<file path="src/rtl/core/utf8d_pkg.sv">
// ----------------------------------------------------------------------------
// UTF-8 decoder package
// Types, constants and helper functions shared by the decoder pipeline.
// ----------------------------------------------------------------------------
package utf8d_pkg;

    localparam logic [7:0]  CONT_MASK   = 8'hC0;
    localparam logic [7:0]  CONT_TAG    = 8'h80;
    localparam logic [7:0]  LEAD2_MASK  = 8'hE0;
    localparam logic [7:0]  LEAD2_TAG   = 8'hC0;
    localparam logic [7:0]  LEAD3_MASK  = 8'hF0;
    localparam logic [7:0]  LEAD3_TAG   = 8'hE0;
    localparam logic [7:0]  LEAD4_MASK  = 8'hF8;
    localparam logic [7:0]  LEAD4_TAG   = 8'hF0;
    localparam logic [7:0]  ASCII_MAX   = 8'h7F;

    localparam int          CP_W        = 21;
    localparam int          LEN_W       = 3;
    localparam int          AVAIL_W     = 3;

    localparam logic [CP_W-1:0]    MAX1      = 21'h00007F;
    localparam logic [CP_W-1:0]    MAX2      = 21'h0007FF;
    localparam logic [CP_W-1:0]    MAX3      = 21'h00FFFF;
    localparam logic [CP_W-1:0]    SURR_LO   = 21'h00D800;
    localparam logic [CP_W-1:0]    SURR_HI   = 21'h00DFFF;
    localparam logic [AVAIL_W-1:0] AVAIL_MAX = 3'd5;

    typedef enum logic [2:0] {
        KIND_NONE  = 3'd0,
        KIND_ASCII = 3'd1,
        KIND_TWO   = 3'd2,
        KIND_THREE = 3'd3,
        KIND_FOUR  = 3'd4
    } t_kind;

    typedef struct packed {
        t_kind        kind;
        logic [6:0]   lead;
        logic [5:0]   c1;
        logic [5:0]   c2;
        logic [5:0]   c3;
        logic         pre_ok;
    } t_s1;

    typedef struct packed {
        t_kind             kind;
        logic [CP_W-1:0]   cp;
        logic              pre_ok;
    } t_s2;

    typedef struct packed {
        logic              valid_res;
        logic [CP_W-1:0]   code_point;
        logic [LEN_W-1:0]  seq_len;
    } t_res;

    function automatic logic is_cont(input logic [7:0] b);
        return (b & CONT_MASK) == CONT_TAG;
    endfunction

endpackage

</file>
<file path="src/rtl/core/utf8d_if.sv">
// ----------------------------------------------------------------------------
// UTF-8 decoder channels
// Valid/ready channels for byte windows and decoded characters.
// ----------------------------------------------------------------------------
interface utf8d_in_if;
    logic                               valid;
    logic                               ready;
    logic [7:0]                         byte_0;
    logic [7:0]                         byte_1;
    logic [7:0]                         byte_2;
    logic [7:0]                         byte_3;
    logic [7:0]                         byte_4;
    logic [utf8d_pkg::AVAIL_W-1:0]      avail;

    modport source (output valid, byte_0, byte_1, byte_2, byte_3, byte_4, avail,
                    input ready);
    modport sink   (input valid, byte_0, byte_1, byte_2, byte_3, byte_4, avail,
                    output ready);
endinterface

interface utf8d_out_if;
    logic                               valid;
    logic                               ready;
    logic                               valid_res;
    logic [utf8d_pkg::CP_W-1:0]         code_point;
    logic [utf8d_pkg::LEN_W-1:0]        seq_len;

    modport source (output valid, valid_res, code_point, seq_len, input ready);
    modport sink   (input valid, valid_res, code_point, seq_len, output ready);
endinterface

</file>
<file path="src/rtl/core/utf8d_classify.sv">
// ----------------------------------------------------------------------------
// UTF-8 decoder, first stage
// Classifies the lead byte and checks the continuation bytes and the window
// length.
// ----------------------------------------------------------------------------
module utf8d_classify (
    input  logic              i_clk,
    input  logic              i_rst_n,
    utf8d_in_if.sink          i_in,
    input  logic              i_ready,
    output logic              o_valid,
    output utf8d_pkg::t_s1    o_data
);

    logic                              r_valid;
    utf8d_pkg::t_s1                    r_data;
    utf8d_pkg::t_s1                    n_data;
    logic [utf8d_pkg::AVAIL_W-1:0]     w_n;
    logic                              w_c1;
    logic                              w_c2;
    logic                              w_c3;
    logic                              w_c4;
    logic                              w_take;

    assign w_take = !r_valid || i_ready;
    assign i_in.ready = w_take;

    always_comb begin
        w_n  = (i_in.avail > utf8d_pkg::AVAIL_MAX) ? utf8d_pkg::AVAIL_MAX : i_in.avail;
        w_c1 = utf8d_pkg::is_cont(i_in.byte_1);
        w_c2 = utf8d_pkg::is_cont(i_in.byte_2);
        w_c3 = utf8d_pkg::is_cont(i_in.byte_3);
        w_c4 = utf8d_pkg::is_cont(i_in.byte_4);
        n_data.lead   = i_in.byte_0[6:0];
        n_data.c1     = i_in.byte_1[5:0];
        n_data.c2     = i_in.byte_2[5:0];
        n_data.c3     = i_in.byte_3[5:0];
        n_data.kind   = utf8d_pkg::KIND_NONE;
        n_data.pre_ok = 1'b0;
        if (w_n != '0) begin
            priority if ((i_in.byte_0 & utf8d_pkg::LEAD2_MASK) == utf8d_pkg::LEAD2_TAG) begin
                n_data.kind   = utf8d_pkg::KIND_TWO;
                n_data.pre_ok = (w_n >= 3'd2) && w_c1 && !((w_n > 3'd2) && w_c2);
            end else if ((i_in.byte_0 & utf8d_pkg::LEAD3_MASK) == utf8d_pkg::LEAD3_TAG) begin
                n_data.kind   = utf8d_pkg::KIND_THREE;
                n_data.pre_ok = (w_n >= 3'd3) && w_c1 && w_c2 && !((w_n > 3'd3) && w_c3);
            end else if ((i_in.byte_0 & utf8d_pkg::LEAD4_MASK) == utf8d_pkg::LEAD4_TAG) begin
                n_data.kind   = utf8d_pkg::KIND_FOUR;
                n_data.pre_ok = (w_n >= 3'd4) && w_c1 && w_c2 && w_c3
                                && !((w_n > 3'd4) && w_c4);
            end else if (i_in.byte_0 <= utf8d_pkg::ASCII_MAX) begin
                n_data.kind   = utf8d_pkg::KIND_ASCII;
                n_data.pre_ok = 1'b1;
            end else begin
                n_data.kind   = utf8d_pkg::KIND_NONE;
                n_data.pre_ok = 1'b0;
            end
        end
    end

    always_ff @(posedge i_clk) begin
        if (!i_rst_n) begin
            r_valid <= 1'b0;
        end else if (w_take) begin
            r_valid <= i_in.valid;
        end
    end

    always_ff @(posedge i_clk) begin
        if (w_take) begin
            r_data <= n_data;
        end
    end

    assign o_valid = r_valid;
    assign o_data  = r_data;

endmodule

</file>
<file path="src/rtl/core/utf8d_assemble.sv">
// ----------------------------------------------------------------------------
// UTF-8 decoder, second stage
// Assembles the code point from the lead bits and the continuation payloads.
// ----------------------------------------------------------------------------
module utf8d_assemble (
    input  logic              i_clk,
    input  logic              i_rst_n,
    input  logic              i_valid,
    input  utf8d_pkg::t_s1    i_data,
    output logic              o_ready,
    input  logic              i_ready,
    output logic              o_valid,
    output utf8d_pkg::t_s2    o_data
);

    logic              r_valid;
    utf8d_pkg::t_s2    r_data;
    utf8d_pkg::t_s2    n_data;
    logic              w_take;

    assign w_take  = !r_valid || i_ready;
    assign o_ready = w_take;

    always_comb begin
        n_data.kind   = i_data.kind;
        n_data.pre_ok = i_data.pre_ok;
        unique case (i_data.kind)
            utf8d_pkg::KIND_ASCII: n_data.cp = {14'd0, i_data.lead};
            utf8d_pkg::KIND_TWO:   n_data.cp = {10'd0, i_data.lead[4:0], i_data.c1};
            utf8d_pkg::KIND_THREE: n_data.cp = {5'd0, i_data.lead[3:0], i_data.c1,
                                                i_data.c2};
            utf8d_pkg::KIND_FOUR:  n_data.cp = {i_data.lead[2:0], i_data.c1, i_data.c2,
                                                i_data.c3};
            default:               n_data.cp = '0;
        endcase
    end

    always_ff @(posedge i_clk) begin
        if (!i_rst_n) begin
            r_valid <= 1'b0;
        end else if (w_take) begin
            r_valid <= i_valid;
        end
    end

    always_ff @(posedge i_clk) begin
        if (w_take) begin
            r_data <= n_data;
        end
    end

    assign o_valid = r_valid;
    assign o_data  = r_data;

endmodule

</file>
<file path="src/rtl/core/utf8d_check.sv">
// ----------------------------------------------------------------------------
// UTF-8 decoder, third stage
// Rejects overlong forms and surrogates and drives the result register.
// ----------------------------------------------------------------------------
module utf8d_check (
    input  logic              i_clk,
    input  logic              i_rst_n,
    input  logic              i_valid,
    input  utf8d_pkg::t_s2    i_data,
    output logic              o_ready,
    utf8d_out_if.source       o_out
);

    logic              r_valid;
    utf8d_pkg::t_res   r_data;
    utf8d_pkg::t_res   n_data;
    logic              w_range_ok;
    logic [utf8d_pkg::LEN_W-1:0] w_len;
    logic              w_take;

    assign w_take  = !r_valid || o_out.ready;
    assign o_ready = w_take;

    always_comb begin
        unique case (i_data.kind)
            utf8d_pkg::KIND_ASCII: begin
                w_range_ok = 1'b1;
                w_len      = 3'd1;
            end
            utf8d_pkg::KIND_TWO: begin
                w_range_ok = i_data.cp > utf8d_pkg::MAX1;
                w_len      = 3'd2;
            end
            utf8d_pkg::KIND_THREE: begin
                w_range_ok = (i_data.cp > utf8d_pkg::MAX2)
                             && !((i_data.cp >= utf8d_pkg::SURR_LO)
                                  && (i_data.cp <= utf8d_pkg::SURR_HI));
                w_len      = 3'd3;
            end
            utf8d_pkg::KIND_FOUR: begin
                w_range_ok = i_data.cp > utf8d_pkg::MAX3;
                w_len      = 3'd4;
            end
            default: begin
                w_range_ok = 1'b0;
                w_len      = '0;
            end
        endcase
        n_data.valid_res  = i_data.pre_ok && w_range_ok;
        n_data.code_point = n_data.valid_res ? i_data.cp : '0;
        n_data.seq_len    = n_data.valid_res ? w_len : '0;
    end

    always_ff @(posedge i_clk) begin
        if (!i_rst_n) begin
            r_valid <= 1'b0;
        end else if (w_take) begin
            r_valid <= i_valid;
        end
    end

    always_ff @(posedge i_clk) begin
        if (w_take) begin
            r_data <= n_data;
        end
    end

    assign o_out.valid      = r_valid;
    assign o_out.valid_res  = r_data.valid_res;
    assign o_out.code_point = r_data.code_point;
    assign o_out.seq_len    = r_data.seq_len;

    a_invalid_zero: assert property (@(posedge i_clk) disable iff (!i_rst_n)
        (r_valid && !r_data.valid_res) |-> (r_data.code_point == '0 && r_data.seq_len == '0))
        else $error("Rejected character carries a non-zero code point or length.");

    a_valid_len: assert property (@(posedge i_clk) disable iff (!i_rst_n)
        (r_valid && r_data.valid_res) |-> (r_data.seq_len != '0 && r_data.seq_len <= 3'd4))
        else $error("Accepted character has an impossible length.");

    a_no_surrogate: assert property (@(posedge i_clk) disable iff (!i_rst_n)
        (r_valid && r_data.valid_res)
        |-> !(r_data.code_point >= utf8d_pkg::SURR_LO && r_data.code_point <= utf8d_pkg::SURR_HI))
        else $error("Surrogate code point was accepted.");

    a_four_not_overlong: assert property (@(posedge i_clk) disable iff (!i_rst_n)
        (r_valid && r_data.valid_res && r_data.seq_len == 3'd4)
        |-> (r_data.code_point > utf8d_pkg::MAX3))
        else $error("Overlong four-byte form was accepted.");

endmodule

</file>
<file path="src/rtl/core/utf8_codepoint_decoder.sv">
// ----------------------------------------------------------------------------
// UTF-8 code point decoder
// Decodes one UTF-8 character at the start of a five-byte window.
// ----------------------------------------------------------------------------
// Each input transaction on i_in carries five window bytes and a count of
// the bytes present (values above five count as five). Each produces
// exactly one output transaction on o_out with a well-formed flag, the
// code point and the number of bytes the character takes; the last two
// are zero for a rejected window.
// The pipeline has three register stages: lead classification and
// continuation checks, code point assembly, and range checks into the
// output register. A transaction accepted on i_in passes through these
// registers in that order before it shows on o_out, and one transaction is
// accepted every cycle while the output is taken.
// When the receiver holds o_out.ready low, the output register holds and
// each stage still accepts while it is empty, so bubbles are squeezed out
// and nothing is lost or repeated; i_in.ready falls once all stages are
// full. A synchronous reset empties every stage.
// ----------------------------------------------------------------------------
module utf8_codepoint_decoder (
    input  logic          i_clk,
    input  logic          i_rst_n,
    utf8d_in_if.sink      i_in,
    utf8d_out_if.source   o_out
);

    logic              w_s1_valid;
    utf8d_pkg::t_s1    w_s1_data;
    logic              w_s2_ready;
    logic              w_s2_valid;
    utf8d_pkg::t_s2    w_s2_data;
    logic              w_s3_ready;

    utf8d_classify u_classify (
        .i_clk   (i_clk),
        .i_rst_n (i_rst_n),
        .i_in    (i_in),
        .i_ready (w_s2_ready),
        .o_valid (w_s1_valid),
        .o_data  (w_s1_data)
    );

    utf8d_assemble u_assemble (
        .i_clk   (i_clk),
        .i_rst_n (i_rst_n),
        .i_valid (w_s1_valid),
        .i_data  (w_s1_data),
        .o_ready (w_s2_ready),
        .i_ready (w_s3_ready),
        .o_valid (w_s2_valid),
        .o_data  (w_s2_data)
    );

    utf8d_check u_check (
        .i_clk   (i_clk),
        .i_rst_n (i_rst_n),
        .i_valid (w_s2_valid),
        .i_data  (w_s2_data),
        .o_ready (w_s3_ready),
        .o_out   (o_out)
    );

endmodule
</file>
<file path="src/flat_wrapper.sv">
// flat-port wrapper written by rule: the top's interface ports become plain ports
module utf8_codepoint_decoder_flat 
  (i_clk, i_rst_n, i_in_valid, i_in_byte_0, i_in_byte_1, i_in_byte_2, i_in_byte_3, i_in_byte_4, i_in_avail, i_in_ready, o_out_valid, o_out_valid_res, o_out_code_point, o_out_seq_len, o_out_ready);
  utf8d_in_if i_in_i ();
  utf8d_out_if o_out_i ();
  input  logic i_clk;
  input  logic i_rst_n;
  input wire logic [$bits(i_in_i.valid)-1:0] i_in_valid;
  input wire logic [$bits(i_in_i.byte_0)-1:0] i_in_byte_0;
  input wire logic [$bits(i_in_i.byte_1)-1:0] i_in_byte_1;
  input wire logic [$bits(i_in_i.byte_2)-1:0] i_in_byte_2;
  input wire logic [$bits(i_in_i.byte_3)-1:0] i_in_byte_3;
  input wire logic [$bits(i_in_i.byte_4)-1:0] i_in_byte_4;
  input wire logic [$bits(i_in_i.avail)-1:0] i_in_avail;
  output wire logic [$bits(i_in_i.ready)-1:0] i_in_ready;
  output wire logic [$bits(o_out_i.valid)-1:0] o_out_valid;
  output wire logic [$bits(o_out_i.valid_res)-1:0] o_out_valid_res;
  output wire logic [$bits(o_out_i.code_point)-1:0] o_out_code_point;
  output wire logic [$bits(o_out_i.seq_len)-1:0] o_out_seq_len;
  input wire logic [$bits(o_out_i.ready)-1:0] o_out_ready;
  assign i_in_i.valid = i_in_valid;
  assign i_in_i.byte_0 = i_in_byte_0;
  assign i_in_i.byte_1 = i_in_byte_1;
  assign i_in_i.byte_2 = i_in_byte_2;
  assign i_in_i.byte_3 = i_in_byte_3;
  assign i_in_i.byte_4 = i_in_byte_4;
  assign i_in_i.avail = i_in_avail;
  assign i_in_ready = i_in_i.ready;
  assign o_out_valid = o_out_i.valid;
  assign o_out_valid_res = o_out_i.valid_res;
  assign o_out_code_point = o_out_i.code_point;
  assign o_out_seq_len = o_out_i.seq_len;
  assign o_out_i.ready = o_out_ready;
  utf8_codepoint_decoder u_core (.i_clk(i_clk), .i_rst_n(i_rst_n), .i_in(i_in_i), .o_out(o_out_i));
endmodule
</file>
<file path="config.mk">
export PLATFORM = sky130hd
export DESIGN_NAME = utf8_codepoint_decoder_flat
export DESIGN_NICKNAME = d
export VERILOG_FILES = /design/src/rtl/core/utf8d_pkg.sv /design/src/rtl/core/utf8d_if.sv /design/src/rtl/core/utf8d_classify.sv /design/src/rtl/core/utf8d_assemble.sv /design/src/rtl/core/utf8d_check.sv /design/src/rtl/core/utf8_codepoint_decoder.sv /design/src/flat_wrapper.sv
export SDC_FILE = /design/constraint.sdc
export NUM_CORES = 1
export LEC_CHECK = 0
export ABC_AREA = 1
export BUFFER_PORTS_ARGS = -buffer_cell sky130_fd_sc_hd__buf_4
export CAP_MARGIN = 20
export CORE_ASPECT_RATIO = 0.6
export CORE_MARGIN = 2
export CORE_UTILIZATION = 45
export CTS_BUF_LIST = sky130_fd_sc_hd__clkbuf_8
export DETAILED_ROUTE_END_ITERATION = 10
export PLACE_DENSITY_LB_ADDON = 0.05
export SKIP_CTS_REPAIR_TIMING = 1
export SYNTH_ARGS = -nofsm -noshare
export SYNTH_HDL_FRONTEND = slang
export SYNTH_SLANG_ARGS = --single-unit
</file>
<file path="constraint.sdc">
create_clock -name i_clk -period 4 [get_ports i_clk]
set_clock_uncertainty 0.15 [all_clocks]
set_input_delay 0.6 -clock i_clk [delete_from_list [all_inputs] [get_ports i_clk]]
set_output_delay 0.6 -clock i_clk [all_outputs]
set_load 0.005 [all_outputs]
</file>
==> flow_summary.json <==
{
  "outcome": "finished clean",
  "cp-end-kind": "output port",
  "drt_first_iter_violations": 122,
  "worstHoldPathType": "in -> reg",
  "cts_tree": "built",
  "final_period_minus_worst_setup_slack_ns": 2.53,
  "setup-tns-final_ns": 0,
  "critical_path.max_fanout": 31,
  "cp-start-kind": "input port",
  "leakagePower_nw": 1.84,
  "max_cap_violations": 0,
  "most-common-layout-cells": "edfxtp_1 (79), inv_1 (71), buf_4 (69)",
  "critical_path.cell_chain": "buf_4 > inv_1 > nand2_1 > buf_4 > nor2_1 > nand2_1 > buf_4 > buf_4",
  "floorplan.initialDensity": 0.466,
  "grt_first_pass_wirelength_um": 9640,
  "seq_power_share": 0.616,
  "share_comb_of_total_power": 0.078,
  "clock-sinks": 82,
  "area.growth.synth_to_final_pct": 23.0,
  "grt_start_max_net_pins": 32,
  "clock_transition_at_path_regs_ns": 0.08,
  "dieArea_um2": 8260,
  "critical_path.top_delay_family": "buffers and inverters",
  "maxSlewViolCount": 0,
  "post_synth.cell_area_avg_um2": 11.8,
  "setup-violations-final": 0,
  "num_vias": 2142,
  "clk-insertion-delay-late_ns": 0.35,
  "antenna_cells_inserted": 0,
  "dp.final_hpwl_um": 4250,
  "ys_seq_elements": 82,
  "gp_congestion": 0.809,
  "crit_path_buf_inv_count": 5,
  "clock_power_share": 0.307,
  "grt_overflow_total": 0,
  "timing.fmax_mhz": 395,
  "totalWireLength_um": 5820,
  "post_synthesis_net_count": 335,
  "post_route_cells_drive_above_1_share": 0.244,
  "htree_levels": 3,
  "rows": 24,
  "die_x_um": 116,
  "worst-endpoint-arrival_ns": 1.78,
  "synth.yosys.seq_area_share": 0.718,
  "timing.critical_path.mode_cell": "buf_4",
  "crit_path_max_incr_delay_ns": 0.34,
  "timing.setup.critical_path_class": "in -> out",
  "grt_pass1_vias": 2037,
  "worstPathRequired_ns": 3.25,
  "total_global_routing_track_utilization": 0.155,
  "power_mw": 1.62,
  "final.period_utilization": 0.633,
  "mostFrequentLayoutCell": "edfxtp_1",
  "port_buffer_cells": 67,
  "power_per_cell_area_nw_per_um2": 390,
  "yosys_warnings": 0,
  "p_int_mw": 1.26,
  "design.core.area_um2": 7270,
  "tightestPinTransition_ns": 0.932,
  "drcViolationCount": 0,
  "io-pin-count": 74,
  "finalHoldWorstSlack_ns": 0.273,
  "routedWlPerCell_um": 12.3,
  "number_of_buffers_added_by_the_clock_tree_synthesis_step": 9,
  "root_driver": "clkbuf_8",
  "mapped_area_um2": 3390,
  "netlist_instances": 288,
  "rsz_0062_raised_after_global_routing": "false",
  "synth.lib_cells_used.distinct": 23,
  "sw_frac_of_total": 0.222,
  "timing.max_slew.rel_slack": 0.378,
  "via_per_instance_ratio": 4.53,
  "num-nets-final": 411,
  "die_h_um": 71.2,
  "number_of_antenna_violations_at_the_first_check_in_global_routing": 0,
  "netSwitchingPower_mw": 0.361,
  "clock_path_buffers": 2,
  "antenna_violating_nets_post_route": 0,
  "irDropWorstVdd_v": 0.000169,
  "drtPass1Iterations": 4,
  "cpMaxStageDelayCell": "buf_4",
  "report.final.hold_viol_count": 0
}
==> cell usage after synthesis <==
library cell / number / share of area
edfxtp_1: 79 / 0.70
inv_1: 69 / 0.076
nor2_1: 47 / 0.052
nand2_1: 31 / 0.034
o22ai_1: 10 / 0.018
o221ai_1: 9 / 0.023
nand3_1: 8 / 0.012
a21oi_1: 6 / 0.0089
nand4_1: 4 / 0.0074
nor3_1: 4 / 0.0059
dfxtp_1: 3 / 0.018
nor2_2: 3 / 0.0055
buf_2: 2 / 0.0030
buf_6: 2 / 0.0066
o2111ai_1: 2 / 0.0052
o21a_1: 2 / 0.0044
nand3_2: 1 / 0.0030
nor2b_1: 1 / 0.0018
nor3_2: 1 / 0.0030
o211ai_1: 1 / 0.0022
o21ai_0: 1 / 0.0015
o21bai_4: 1 / 0.0055
or2_2: 1 / 0.0018
==> sequential cells by signal, summed over array words and instances, names as in the netlist <==
signal                           cells
u_core.u_check.o_out.seq_len         3
u_core.u_assemble.o_data            25
u_core.u_classify.o_valid            1
u_core.u_check.o_out.valid_res       1
u_core.u_check.o_out.valid           1
u_core.u_assemble.o_valid            1
u_core.u_check.o_out.code_point     21
u_core.u_classify.o_data            29
==> power groups by stage <==
stage / sequential (mW) / clock (mW) / combinational (mW)
after CTS: 1.00 / 0.515 / 0.128
after floorplan: 1.02 / 0 / 0.0646
after global placement: 1.02 / 0 / 0.125
after global routing: 1.00 / 0.552 / 0.143
after detailed placement: 1.02 / 0 / 0.127
final: 1.00 / 0.498 / 0.126
==> worst register-to-register path: stages (launching register included) <==
cell     delay [ns]
dfxtp_1        0.31
nand2_1        0.06
buf_4          0.31
nor2_1         0.12
inv_1          0.70
==> final cells by class <==
class                           count  area, um2
Clock buffer                        9        124
Fill cell                         620       3100
Tap cell                          104        130
Sequential cell                    82       2430
Multi-Input combinational cell    133        664
Timing Repair Buffer               69        518
Inverter                           69        259
Clock inverter                      7       38.8
==> metrics by stage <==
stage	utilization	std cells	cell area (um2)	setup WS [ns]
after floorplan	-	288	3390	1.17
after global routing	0.573	473	4170	1.35
final	0.573	473	4170	1.47
after detailed placement	0.551	457	4000	1.41
after global placement	0.551	457	4000	1.46
after CTS	0.573	473	4170	1.41
==> final timing paths <==
path         slack, ns                         from                      endpoint  cells past startpoint
max               1.47                  o_out_ready                    i_in_ready                      8
min               0.27               i_in_byte_3[1]   u_core.u_classify.o_data[2]                      1
max reg2reg       1.98   u_core.u_check.o_out.valid  u_core.u_assemble.o_data[20]                      4
min reg2reg       0.29  u_core.u_classify.o_data[0]   u_core.u_assemble.o_data[0]                      0
==> kinds of logic (layout without fill, tap and decap cells) <==
family          count (synthesis)  after routing  synth area share
simple gates                  101            101             0.127
buf+inv                        73            154            0.0860
flops                          82             82             0.718
compound gates                 32             32            0.0694
==> layer usage <==
layer | vias to the layer above | part of all wire | GRT usage
met1 | 933 | 0.52 | 0.229
li1 | 1116 | - | -
met3 | 10 | 0.078 | 0.0550
met4 | 0 | 0.013 | 0.0582
met2 | 83 | 0.38 | 0.211
met5 | - | 0 | 0
(Power assumes the default switching activity.)
